`config.mk`:
```
export PLATFORM = sky130hd
export DESIGN_NAME = packet_fifo_with_crc16_top
export DESIGN_NICKNAME = d
export VERILOG_FILES = /design/src/rtl/pfc_pkg.sv /design/src/rtl/pfc_front.sv /design/src/rtl/pfc_back.sv /design/src/rtl/packet_fifo_with_crc16_top.sv
export VERILOG_INCLUDE_DIRS = /design/src /design/src/rtl
export SDC_FILE = /design/constraint.sdc
export NUM_CORES = 1
export LEC_CHECK = 0
export BUFFER_PORTS_ARGS = -buffer_cell sky130_fd_sc_hd__buf_2
export CORE_UTILIZATION = 28
export CTS_BUF_LIST = sky130_fd_sc_hd__clkbuf_8 sky130_fd_sc_hd__clkbuf_16
export CTS_CLUSTER_SIZE = 12
export DETAILED_ROUTE_END_ITERATION = 16
export PLACE_DENSITY = 0.47
export SYNTH_ARGS = -nofsm -noshare
export SYNTH_HDL_FRONTEND = slang
export SYNTH_HIERARCHICAL = 1
export SYNTH_SLANG_ARGS = --single-unit
```
`constraint.sdc`:
```
create_clock -name i_clk -period 11.04 [get_ports i_clk]
set_input_delay 3.312 -clock i_clk [delete_from_list [all_inputs] [get_ports i_clk]]
set_output_delay 3.312 -clock i_clk [all_outputs]
set_load 0.1 [all_outputs]
```
`src/rtl/packet_fifo_with_crc16_top_defines.svh`:
```
// Assertion macros for the packet queue. They expand to concurrent
// assertions in simulation and to nothing in synthesis.
`ifndef PACKET_FIFO_WITH_CRC16_TOP_DEFINES_SVH
`define PACKET_FIFO_WITH_CRC16_TOP_DEFINES_SVH

`ifndef SYNTHESIS
`define PFC_ASSERT_IMPL(label, clk, rst_n, ante, cons) \
    label: assert property (@(posedge clk) disable iff (!rst_n) (ante) |-> (cons)) \
        else $error("pfc: implication check failed");
`define PFC_ASSERT_NEXT(label, clk, rst_n, ante, cons) \
    label: assert property (@(posedge clk) disable iff (!rst_n) (ante) |=> (cons)) \
        else $error("pfc: next-cycle check failed");
`else
`define PFC_ASSERT_IMPL(label, clk, rst_n, ante, cons)
`define PFC_ASSERT_NEXT(label, clk, rst_n, ante, cons)
`endif

`endif

```
`src/rtl/pfc_pkg.sv`:
```
`timescale 1ns / 1ps

package pfc_pkg;

    localparam int DEF_QUEUE_DEPTH   = 8;
    localparam int DEF_PAYLOAD_BYTES = 4;
    localparam int JOBQ_DEPTH        = 2;

    localparam logic [15:0] CRC_POLY = 16'hA001;

    typedef enum logic [1:0] {
        OP_ENQ_SIGN  = 2'd0,
        OP_ENQ_GIVEN = 2'd1,
        OP_DEQ       = 2'd2,
        OP_PEEK      = 2'd3
    } t_op;

    typedef enum logic [2:0] {
        ST_IDLE   = 3'd0,
        ST_CRC    = 3'd1,
        ST_UPDATE = 3'd2,
        ST_READ   = 3'd3,
        ST_RESP   = 3'd4
    } t_state;

    typedef struct packed {
        logic [1:0]  op;
        logic [7:0]  cmd_byte;
        logic [31:0] payload_bits;
        logic [15:0] given_crc;
    } t_in;

    typedef struct packed {
        logic        accepted;
        logic        head_valid;
        logic [7:0]  head_cmd;
        logic [31:0] head_payload;
        logic [15:0] head_crc;
        logic        head_crc_ok;
        logic [2:0]  occupancy;
    } t_out;

    // A classified command as it waits between the front and the back.
    typedef struct packed {
        t_op         op;
        logic        is_enq;
        logic [7:0]  cmd_byte;
        logic [31:0] payload_bits;
        logic [15:0] given_crc;
    } t_job;

    typedef struct packed {
        logic [7:0]  cmd_byte;
        logic [31:0] payload_bits;
        logic [15:0] crc;
        logic        crc_ok;
    } t_slot;

    // One byte of reflected CRC-16/ARC, eight shift steps.
    function automatic logic [15:0] crc_byte(input logic [15:0] crc_in,
                                             input logic [7:0]  data);
        logic [15:0] c;
        c = crc_in ^ {8'h00, data};
        for (int k = 0; k < 8; k++) begin
            c = c[0] ? ((c >> 1) ^ CRC_POLY) : (c >> 1);
        end
        return c;
    endfunction

endpackage

```
`src/rtl/pfc_front.sv`:
```
`timescale 1ns / 1ps

module pfc_front #(
    parameter int PAYLOAD_BYTES = pfc_pkg::DEF_PAYLOAD_BYTES
) (
    input  logic          i_clk,
    input  logic          i_rst_n,
    input  logic          start,
    output logic          busy,
    input  pfc_pkg::t_in  i_item,
    output logic          o_job_valid,
    output pfc_pkg::t_job o_job,
    input  logic          i_job_pop
);
    import pfc_pkg::*;

    localparam int QI_W = (JOBQ_DEPTH > 1) ? $clog2(JOBQ_DEPTH) : 1;
    localparam int QC_W = $clog2(JOBQ_DEPTH + 1);
    localparam logic [31:0] PAY_MASK = (PAYLOAD_BYTES >= 4) ? 32'hFFFF_FFFF :
        32'((64'd1 << (8 * PAYLOAD_BYTES)) - 64'd1);

    t_job            r_q [JOBQ_DEPTH];
    logic [QI_W-1:0] r_rd_idx, n_rd_idx;
    logic [QI_W-1:0] r_wr_idx, n_wr_idx;
    logic [QC_W-1:0] r_count,  n_count;

    logic w_push;
    logic w_pop;
    t_job w_job;

    // Classify the incoming command and trim the payload to its stored width.
    always_comb begin
        w_job.op           = t_op'(i_item.op);
        w_job.is_enq       = (w_job.op == OP_ENQ_SIGN) || (w_job.op == OP_ENQ_GIVEN);
        w_job.cmd_byte     = i_item.cmd_byte;
        w_job.payload_bits = i_item.payload_bits & PAY_MASK;
        w_job.given_crc    = i_item.given_crc;
    end

    assign busy        = (r_count == QC_W'(JOBQ_DEPTH));
    assign o_job_valid = (r_count != '0);
    assign o_job       = r_q[r_rd_idx];
    assign w_push      = start & ~busy;
    assign w_pop       = i_job_pop & o_job_valid;

    always_comb begin
        n_wr_idx = r_wr_idx;
        n_rd_idx = r_rd_idx;
        n_count  = r_count;
        if (w_push) begin
            n_wr_idx = (r_wr_idx == QI_W'(JOBQ_DEPTH - 1)) ? '0 : r_wr_idx + 1'b1;
        end
        if (w_pop) begin
            n_rd_idx = (r_rd_idx == QI_W'(JOBQ_DEPTH - 1)) ? '0 : r_rd_idx + 1'b1;
        end
        if (w_push && !w_pop) begin
            n_count = r_count + 1'b1;
        end else if (w_pop && !w_push) begin
            n_count = r_count - 1'b1;
        end
    end

    always_ff @(posedge i_clk) begin
        if (!i_rst_n) begin
            r_rd_idx <= '0;
            r_wr_idx <= '0;
            r_count  <= '0;
        end else begin
            r_rd_idx <= n_rd_idx;
            r_wr_idx <= n_wr_idx;
            r_count  <= n_count;
        end
    end

    always_ff @(posedge i_clk) begin
        if (w_push) begin
            r_q[r_wr_idx] <= w_job;
        end
    end

endmodule

```
`src/rtl/pfc_back.sv`:
```
`timescale 1ns / 1ps

module pfc_back #(
    parameter int QUEUE_DEPTH   = pfc_pkg::DEF_QUEUE_DEPTH,
    parameter int PAYLOAD_BYTES = pfc_pkg::DEF_PAYLOAD_BYTES
) (
    input  logic          i_clk,
    input  logic          i_rst_n,
    input  logic          i_job_valid,
    input  pfc_pkg::t_job i_job,
    output logic          o_job_pop,
    output logic          o_strobe,
    output pfc_pkg::t_out o_result
);
    import pfc_pkg::*;

    localparam int PTR_W = $clog2(QUEUE_DEPTH);
    localparam int CNT_W = PTR_W + 1;
    localparam int BC_W  = $clog2(PAYLOAD_BYTES + 1);

    t_state           r_state, n_state;
    t_job             r_job, n_job;
    logic [15:0]      r_crc, n_crc;
    logic [31:0]      r_shift, n_shift;
    logic [BC_W-1:0]  r_byte_cnt, n_byte_cnt;
    logic [PTR_W-1:0] r_rp, n_rp;
    logic [PTR_W-1:0] r_wp, n_wp;
    logic             r_accepted, n_accepted;
    t_slot            r_rd_slot;
    t_slot            r_mem [QUEUE_DEPTH];

    logic             w_empty;
    logic             w_full;
    logic [PTR_W-1:0] w_wp_next;
    logic [PTR_W-1:0] w_rp_next;
    logic [7:0]       w_crc_byte;
    logic             w_wr_en;
    t_slot            w_wr_slot;
    logic [CNT_W-1:0] w_occ;

    assign w_wp_next = (r_wp == PTR_W'(QUEUE_DEPTH - 1)) ? '0 : r_wp + 1'b1;
    assign w_rp_next = (r_rp == PTR_W'(QUEUE_DEPTH - 1)) ? '0 : r_rp + 1'b1;
    assign w_empty   = (r_rp == r_wp);
    assign w_full    = (w_wp_next == r_rp);

    // The command byte goes first, then payload bytes from the low end.
    assign w_crc_byte = (r_byte_cnt == '0) ? r_job.cmd_byte : r_shift[7:0];

    always_comb begin
        w_wr_slot.cmd_byte     = r_job.cmd_byte;
        w_wr_slot.payload_bits = r_job.payload_bits;
        w_wr_slot.crc          = (r_job.op == OP_ENQ_SIGN) ? r_crc : r_job.given_crc;
        w_wr_slot.crc_ok       = (w_wr_slot.crc == r_crc);
    end

    always_comb begin
        if (r_wp >= r_rp) begin
            w_occ = {1'b0, r_wp} - {1'b0, r_rp};
        end else begin
            w_occ = {1'b0, r_wp} + CNT_W'(QUEUE_DEPTH) - {1'b0, r_rp};
        end
    end

    // Next state.
    always_comb begin
        n_state = r_state;
        unique case (r_state)
            ST_IDLE: begin
                if (i_job_valid) begin
                    n_state = i_job.is_enq ? ST_CRC : ST_UPDATE;
                end
            end
            ST_CRC: begin
                if (r_byte_cnt == BC_W'(PAYLOAD_BYTES)) begin
                    n_state = ST_UPDATE;
                end
            end
            ST_UPDATE: n_state = ST_READ;
            ST_READ:   n_state = ST_RESP;
            ST_RESP:   n_state = ST_IDLE;
            default:   n_state = ST_IDLE;
        endcase
    end

    // Outputs and datapath updates.
    always_comb begin
        n_job      = r_job;
        n_crc      = r_crc;
        n_shift    = r_shift;
        n_byte_cnt = r_byte_cnt;
        n_rp       = r_rp;
        n_wp       = r_wp;
        n_accepted = r_accepted;
        w_wr_en    = 1'b0;
        o_job_pop  = 1'b0;
        o_strobe   = 1'b0;
        unique case (r_state)
            ST_IDLE: begin
                if (i_job_valid) begin
                    o_job_pop  = 1'b1;
                    n_job      = i_job;
                    n_crc      = '0;
                    n_shift    = i_job.payload_bits;
                    n_byte_cnt = '0;
                end
            end
            ST_CRC: begin
                n_crc      = crc_byte(r_crc, w_crc_byte);
                n_byte_cnt = r_byte_cnt + 1'b1;
                if (r_byte_cnt != '0) begin
                    n_shift = r_shift >> 8;
                end
            end
            ST_UPDATE: begin
                n_accepted = 1'b0;
                if (r_job.is_enq) begin
                    if (!w_full) begin
                        w_wr_en    = 1'b1;
                        n_wp       = w_wp_next;
                        n_accepted = 1'b1;
                    end
                end else if (r_job.op == OP_DEQ) begin
                    if (!w_empty) begin
                        n_rp       = w_rp_next;
                        n_accepted = 1'b1;
                    end
                end
            end
            ST_READ: begin
                n_accepted = r_accepted;
            end
            ST_RESP: begin
                o_strobe = 1'b1;
            end
            default: begin
                n_accepted = r_accepted;
            end
        endcase
    end

    always_comb begin
        o_result.accepted     = r_accepted;
        o_result.head_valid   = ~w_empty;
        o_result.head_cmd     = w_empty ? 8'h00  : r_rd_slot.cmd_byte;
        o_result.head_payload = w_empty ? 32'h0  : r_rd_slot.payload_bits;
        o_result.head_crc     = w_empty ? 16'h0  : r_rd_slot.crc;
        o_result.head_crc_ok  = w_empty ? 1'b0   : r_rd_slot.crc_ok;
        o_result.occupancy    = 3'(w_occ);
    end

    always_ff @(posedge i_clk) begin
        if (!i_rst_n) begin
            r_state    <= ST_IDLE;
            r_rp       <= '0;
            r_wp       <= '0;
            r_accepted <= 1'b0;
        end else begin
            r_state    <= n_state;
            r_rp       <= n_rp;
            r_wp       <= n_wp;
            r_accepted <= n_accepted;
        end
    end

    always_ff @(posedge i_clk) begin
        r_job      <= n_job;
        r_crc      <= n_crc;
        r_shift    <= n_shift;
        r_byte_cnt <= n_byte_cnt;
    end

    // Packet store: one write port at the write pointer, one registered read
    // port at the read pointer.
    always_ff @(posedge i_clk) begin
        if (w_wr_en) begin
            r_mem[r_wp] <= w_wr_slot;
        end
        if (r_state == ST_READ) begin
            r_rd_slot <= r_mem[r_rp];
        end
    end

endmodule

```
`src/rtl/packet_fifo_with_crc16_top.sv`:
```
`timescale 1ns / 1ps

// Packet queue with CRC-16/ARC signing. Present a command on i_item and raise
// start; it is taken at a rising edge where start is high and busy is low.
// The op field enqueues and signs a packet, enqueues a packet carrying its own
// CRC, dequeues the front packet, or only peeks. For every accepted item
// exactly one result appears on o_result for a single cycle with o_strobe
// high; the receiver cannot stall, so it must take the result in that cycle.
// The result shows whether the action took effect, the front packet after the
// action (zeros when the queue is empty), whether that packet's stored CRC
// matched the CRC computed when it was enqueued, and the occupancy. The queue
// holds at most QUEUE_DEPTH minus one packets; an enqueue to a full queue and
// a dequeue from an empty queue report accepted low and change nothing.
// A two-entry command queue in front lets up to two items wait while the back
// end works, and busy rises only when both entries are taken. The back end
// handles one item at a time. It first takes a command from the command
// queue; for an enqueue the CRC unit then folds in one byte per cycle over
// the command byte and PAYLOAD_BYTES payload bytes. Then follow the store
// update, the registered store read of the front slot and the result. An
// item also waits while items ahead of it pass through the back end.
// No clearing pass is needed after reset: only slots written since are read.

module packet_fifo_with_crc16_top #(
    parameter int QUEUE_DEPTH   = pfc_pkg::DEF_QUEUE_DEPTH,
    parameter int PAYLOAD_BYTES = pfc_pkg::DEF_PAYLOAD_BYTES
) (
    input  logic          i_clk,
    input  logic          i_rst_n,
    input  logic          start,
    output logic          busy,
    input  pfc_pkg::t_in  i_item,
    output logic          o_strobe,
    output pfc_pkg::t_out o_result
);
    import pfc_pkg::*;

    `include "packet_fifo_with_crc16_top_defines.svh"

    logic w_job_valid;
    t_job w_job;
    logic w_job_pop;

    // Front end: takes commands, classifies them and queues them.
    pfc_front #(
        .PAYLOAD_BYTES (PAYLOAD_BYTES)
    ) u_front (
        .i_clk       (i_clk),
        .i_rst_n     (i_rst_n),
        .start       (start),
        .busy        (busy),
        .i_item      (i_item),
        .o_job_valid (w_job_valid),
        .o_job       (w_job),
        .i_job_pop   (w_job_pop)
    );

    // Back end: computes the CRC, updates the packet store and reports.
    pfc_back #(
        .QUEUE_DEPTH   (QUEUE_DEPTH),
        .PAYLOAD_BYTES (PAYLOAD_BYTES)
    ) u_back (
        .i_clk       (i_clk),
        .i_rst_n     (i_rst_n),
        .i_job_valid (w_job_valid),
        .i_job       (w_job),
        .o_job_pop   (w_job_pop),
        .o_strobe    (o_strobe),
        .o_result    (o_result)
    );

    // A result is never shown in back-to-back cycles.
    `PFC_ASSERT_NEXT(a_strobe_single, i_clk, i_rst_n, o_strobe, !o_strobe)
    // The back end takes a command only when the front end offers one.
    `PFC_ASSERT_IMPL(a_pop_has_job, i_clk, i_rst_n, w_job_pop, w_job_valid)
    // An empty queue reports a zeroed front packet.
    `PFC_ASSERT_IMPL(a_empty_head_zero, i_clk, i_rst_n, o_strobe && !o_result.head_valid, (o_result.head_cmd == 8'h00) && (o_result.head_payload == 32'h0) && (o_result.head_crc == 16'h0) && !o_result.head_crc_ok)
    // Without wrap of the occupancy field, a valid head means a nonzero count.
    `PFC_ASSERT_IMPL(a_occ_matches_head, i_clk, i_rst_n, o_strobe && (QUEUE_DEPTH <= 8), o_result.head_valid == (o_result.occupancy != 3'd0))

endmodule

```
==> results of run 1 <==
[worst paths after layout]
| kind | to | depth (start not counted) | start |
|---|---|---|---|
| hold / removal | u_back/r_shift[19] | 2 | u_back/r_shift[27] |
| setup reg to reg | u_back/r_mem[5][44] | 6 | u_back/r_rp[0] |
| hold reg to reg | u_back/r_shift[19] | 2 | u_back/r_shift[27] |
| setup / recovery | o_result[27] | 5 | u_back/r_rp[0] |
[power groups by stage]
stage	registers [mW]	logic (mW)	clock network, mW
CTS	4.30	1.79	2.57
global route	4.35	1.90	2.67
global placement	4.34	1.75	0
finish	4.30	1.75	2.50
detailed placement	4.36	1.77	0
floorplan	4.21	1.31	0
[layout make-up]
| type | instances | area, µm² |
|---|---|---|
| Inverter | 13 | 48.8 |
| Clock inverter | 45 | 307 |
| Multi-Input combinational cell | 548 | 6050 |
| Timing Repair Buffer | 152 | 831 |
| Clock buffer | 84 | 2090 |
| Sequential cell | 756 | 22600 |
| Antenna cell | 1 | 2.50 |
| Fill cell | 9756 | 68300 |
| Tap cell | 1368 | 1710 |
[Yosys cell counts, types with 4 or more instances]
cell        n  area share [%]
mux2_4     10            0.52
mux4_2    114             8.9
mux2_2    121             4.7
nor3_1      7            0.12
dfxtp_1    15             1.0
nor3b_1     5            0.13
a21oi_1     6            0.10
xor2_1     19            0.58
and2_1     71             1.5
nand2_1    86             1.1
inv_1      11            0.14
o21ai_0     4           0.069
edfxtp_1  741              77
xnor2_1    18            0.55
nor2_1     29            0.38
nor4_1      5            0.11
buf_2      12            0.21
and3_1      7            0.15
buf_1       7           0.091
clkbuf_1   34            0.44
xnor2_2     5            0.28
ha_1        9            0.39
mux2i_1     7            0.24
[worst reg2reg max path, delay by kind of cell (launching register included)]
kind                     cells  cell delay (ns)
buffers and inverters        2             0.77
AND/OR/NAND/NOR              2             1.27
adder cells (fa/ha/maj)      1             0.31
flip-flops                   1             0.94
AO/OA/AOI/OAI                1             0.49
[cell families after synthesis]
kind of cell / after synthesis
AO/OA/AOI/OAI: 17
multiplexers: 256
AND/OR/NAND/NOR: 221
XOR/XNOR: 44
flip-flops: 756
adder cells (fa/ha/maj): 10
buffers and inverters: 71
[stage by stage]
step                instances  setup WS [ns]  total power [mW]  hold slack, ns
floorplan                1375           4.09              5.52           0.479
CTS                      2966           4.14              8.66           0.513
global route             2966           4.06              8.92           0.523
finish                   2967           4.35              8.55           0.510
detailed placement       2837           4.83              6.13           0.499
global placement         2837           4.91              6.09           0.489
[state kept, by name, summed over array words and instances (netlist names), named ones only]
name	flops
u_front/r_count	2
u_back/r_mem	456
u_front/r_rd_idx	1
u_back/r_wp	3
u_front/r_q	118
u_back/r_job	59
u_back/r_byte_cnt	3
u_back/r_shift	32
u_back/r_rd_slot	57
u_back/r_rp	3
u_back/r_crc	16
u_back/r_state	3
u_back/r_accepted	1
u_front/r_wr_idx	1
[metal layers]
layer | up-vias | part of all wire, %
li1 | 5792 | -
met1 | 6851 | 47
met5 | - | 0.049
met3 | 90 | 4.2
met4 | 6 | 1.8
met2 | 253 | 47
==> reports/metrics.cfg, run 1 <==
[status]
outcome = finished, final reports clean

[synth]
synth_top_family_by_area = multiplexers
synth_warnings = 6
synth_xor_area_share_pct = 1.57
synth_edf_count = 741
synth_cell_type_count = 49
synth_adder_area_share_pct = 0.460
synth-seq-area-share_pct = 78.2
synth-compound-area-share_pct = 0.334
ys.flop_type = edfxtp_1
syn_area_per_cell_um2 = 21.0
synth_seq_cells = 756
async_flop_share_pct = 0
yosys.area_share.simple_pct = 3.81
synth_area_mm2 = 0.0288
synth.net_count = 1446
synth_mux_area_share_pct = 14.6
syn_inst = 1375

[setup_path]
crit_fanout = 55
path_buf_inv = 2
cp_cell_sequence = ha_1 > nand3_2 > buf_4 > and2_1 > buf_2
max_stage_delay_ns = 0.94
worst-setup-path-type = register to output pin
start_kind = register
end_kind = output pin
cp_data_arrival_time_ns = 3.38
slowest_stage = dfxtp_4
r2r_slack_ns = 6.83
crit_family = flip-flops
required_ns = 7.73

[place]
dpl.hpwl_mm = 37.3
gp_congestion = 0.735
placed_area_mm2 = 0.0312
portBuffers = 124

[clock_network]
post_cts_resized = 0
cts_buffers = 79
root_buffer = clkbuf_16
hold_buffers = 0
cts_setup_buffers = 0
clock-sinks = 756
h-tree-depth = 3
clockBufferDepth = 3
clk_pin_slew_ns = 0.06
clk_latency_ns = 0.63
tritoncts = yes

[drt]
wl_per_cell_um = 22.0
antenna_left = 0
vias_per_cell = 4.38
drc = 0
wirelength_mm = 65.3
vias = 13000
drt-initial-drc-count = 823
drt_first_pass_iters = 5

[timing]
setup_viol = 0
final-hold-violation-count = 0
tns_ns = 0
slew_headroom_pct = 12.6
finalMaxSlewViolations = 0
finClkSkew_ns = 0.0263
tightest_slew_ns = 1.30
rsz0062_at_grt = false
min_period_ns = 6.69
fin_crit_sh_pct = 60.6
fmax_mhz = 150

[global_routing]
grt_pass1_vias = 13800
antenna_found_initial = 6
overflow = 0
use_met2_pct = 20.2
grt_max_degree = 73
gr-max-usage-layer = met2
grt_usage_pct = 12.6
grt_first_pass_wirelength_mm = 94.7
global_route.usage.met1_pct = 17.4
grt_util_met3_pct = 2.24

[floorplan]
die_area_mm2 = 0.104
coreArea_mm2 = 0.102
die_w_um = 323
io_pins = 125
rows = 117
initial_utilization_pct = 28.3
die_h_um = 323

[final_layout]
nNetsFinal = 1621
layout-drive-gt1-share_pct = 32.7
final_core_util_pct = 33.0
final_cell_area_mm2 = 0.0336
layout_commonest_cell = edfxtp_1
area_growth_pct = 16.5
layout_common_cells = edfxtp_1 (741), buf_2 (124), mux2_2 (121)

[pwr]
p_clk_share_pct = 29.2
power.leakage_nw = 10.9
switching_share_pct = 29.8
combPwrFrac_pct = 20.5
seqPwrFrac_pct = 50.3
vdd_drop_max_uv = 146
switchingPower_mw = 2.54
intPower_mw = 6.00
power.density_mw_per_mm2 = 254

[worst_hold_path]
hold_class = register to register

[job]
drv_cap = 0

Note: power is estimated with default switching activity, not from simulation.
==> inputs of run 2 (changes only) <==
Settings changed: ABC_AREA set to 1.
Clock period 11.04 ns to 6.6 ns, I/O delays scaled along.
==> run 2 against run 1 <==
Worst hold slack got worse by 0.0034 ns. Combinational power grew 130%. Non-clock buffer count rose by 7. Via count up 32%. Global-route usage grew 0.56 points. Die area grew 2.4%. Sequential power up 67%. Critical endpoint is now o_result[50]. Sequential cell count is the same. Area after synthesis grew 2.4%. Routed wire length is 9.8% higher.
==> reports/metrics.cfg, run 2 <==
[setup_path]
crit_family = buffers and inverters
max_stage_delay_ns = 0.75
cp_data_arrival_time_ns = 3.04
path_buf_inv = 3
crit_fanout = 57
cp_cell_sequence = ha_1 > nand3_1 > inv_2 > buf_4 > nor2_1 > buf_2
start_kind = register
required_ns = 4.62
end_kind = output pin
slowest_stage = dfxtp_4
worst-setup-path-type = register to output pin

[drt]
wirelength_mm = 71.6
drt-initial-drc-count = 1267
wl_per_cell_um = 18.9
antenna_left = 0
vias_per_cell = 4.55
drc = 0
vias = 17200
drt_first_pass_iters = 5

[timing]
finClkSkew_ns = 0.0194
fin_crit_sh_pct = 76.1
slew_headroom_pct = 21.6
min_period_ns = 5.02
tns_ns = 0
setup_viol = 0
finalMaxSlewViolations = 0
final-hold-violation-count = 0
tightest_slew_ns = 1.16
fmax_mhz = 199
rsz0062_at_grt = false

[global_routing]
grt_usage_pct = 13.2
grt_pass1_vias = 17200
antenna_found_initial = 5
grt_max_degree = 181
grt_first_pass_wirelength_mm = 107
overflow = 0

[clock_network]
clk_pin_slew_ns = 0.05
clock-sinks = 756
clockBufferDepth = 3
root_buffer = clkbuf_16
post_cts_resized = 0
h-tree-depth = 3
cts_setup_buffers = 0
clk_latency_ns = 0.63
cts_buffers = 79
hold_buffers = 0
tritoncts = yes

[synth]
async_flop_share_pct = 0
ys.flop_type = edfxtp_1
synth_edf_count = 741
yosys-top-cells-count = edfxtp_1 (741), nor2_1 (489), o21ai_0 (259), nand2_1 (175), inv_1 (143)
synth_cell_type_count = 40
synth-seq-area-share_pct = 76.3
synth_seq_cells = 756
synth.net_count = 2294
synthTopCellsByArea = edfxtp_1 (75%), nor2_1 (6.2%), o21ai_0 (4.4%)
synth.most_common_cell = edfxtp_1
synth_top_cell_area_share_pct = 75.3
synth_warnings = 6
synth_top_area_cell = edfxtp_1
syn_area_per_cell_um2 = 13.3
syn_inst = 2223
synth_area_mm2 = 0.0295

[final_layout]
area_growth_pct = 15.6
top_regs = u_back/r_mem: 456 flops, u_front/r_q: 118 flops, u_back/r_job: 59 flops
nNetsFinal = 2421
n_antenna_cell = 0
instances_no_fill = 3782
layout_commonest_cell = edfxtp_1
layout_common_cells = edfxtp_1 (741), nor2_1 (481), o21ai_0 (257)
largest_reg_flops = 456
top_register = u_back/r_mem
layout-drive-gt1-share_pct = 14.5

[status]
outcome = finished, final reports clean

[floorplan]
rows = 118
die_w_um = 327
coreArea_mm2 = 0.104
die_h_um = 327
die_area_mm2 = 0.107
initial_utilization_pct = 28.4
io_pins = 125

[pwr]
power.leakage_nw = 12.1
vdd_drop_max_uv = 281
power.density_mw_per_mm2 = 447

[place]
place_inst = 3649
gp_congestion = 0.799
portBuffers = 124
dpl.hpwl_mm = 41.4

[job]
drv_cap = 0

[worst_hold_path]
hold_class = register to register

## run 2: cell count changes after synthesis, moves of 35 or more
cell	delta
nand3_1	+35
mux4_2	-114
nand2_1	+89
mux2_2	-72
and2_1	-71
a31oi_1	+57
o21ai_0	+255
clkbuf_1	+50
o22ai_1	+61
inv_1	+132
nor2_1	+460
## run 2: layer usage
| metal | routed length [µm] | vias up | part of all wire, % | track usage, % |
|---|---|---|---|---|
| li1 | - | 8173 | - | - |
| met1 | 33600 | 8514 | 47 | 18.1 |
| met2 | 32900 | 395 | 46 | 20.9 |
| met3 | 3570 | 103 | 5.0 | 2.26 |
| met4 | 1520 | 6 | 2.1 | 4.47 |
| met5 | 35 | - | 0.049 | 0 |
## run 2: worst paths after layout
path                     from            endpoint  slack (ns)  cells past startpoint
min          u_front/r_rd_idx            register        0.51                      2
max reg2reg    u_back/r_rp[2]  u_back/r_mem[0][9]        2.61                      7
max            u_back/r_rp[0]        o_result[50]        1.58                      6
min reg2reg  u_front/r_rd_idx            register        0.51                      2
## run 2: kinds of logic (layout without fill, tap and decap cells)
group,Yosys count,after routing,share of synthesized area [%]
adder cells (fa/ha/maj),10,10,0.449
buffers and inverters,260,439,3.47
XOR/XNOR,9,9,0.292
AND/OR/NAND/NOR,724,724,9.55
AO/OA/AOI/OAI,405,405,7.52
flip-flops,756,756,76.3
multiplexers,59,59,2.38
## run 2: cell type report
class,instances,area (µm²)
Clock buffer,80,2000
Tap cell,1380,1730
Sequential cell,756,22600
Inverter,147,562
Multi-Input combinational cell,1207,6060
Fill cell,10300,69900
Timing Repair Buffer,159,896
Clock inverter,53,353
## run 2: metrics by stage
step                utilization [%]  hold slack (ns)  total power [mW]  setup slack, ns  instance area, µm²
floorplan                         -            0.466              10.0            0.439               29500
detailed placement             30.6            0.491              11.3             2.15               31800
global placement               30.6            0.481              11.2             2.27               31800
CTS                            32.8            0.509              15.5             1.46               34200
finish                         32.8            0.506              15.3             1.58               34200
global route                   32.8            0.531              16.0             1.37               34200
## run 2: power breakdown
group	internal [mW]	switching [mW]
Combinational	0.855	3.14
Clock	2.31	1.78
Sequential	6.66	0.519
## run 2: tightest hold or removal path, cell delays in order (launching register included)
cell and delay [ns]:
dfxtp_1 0.33, nor2_1 0.06, nor2_1 0.08
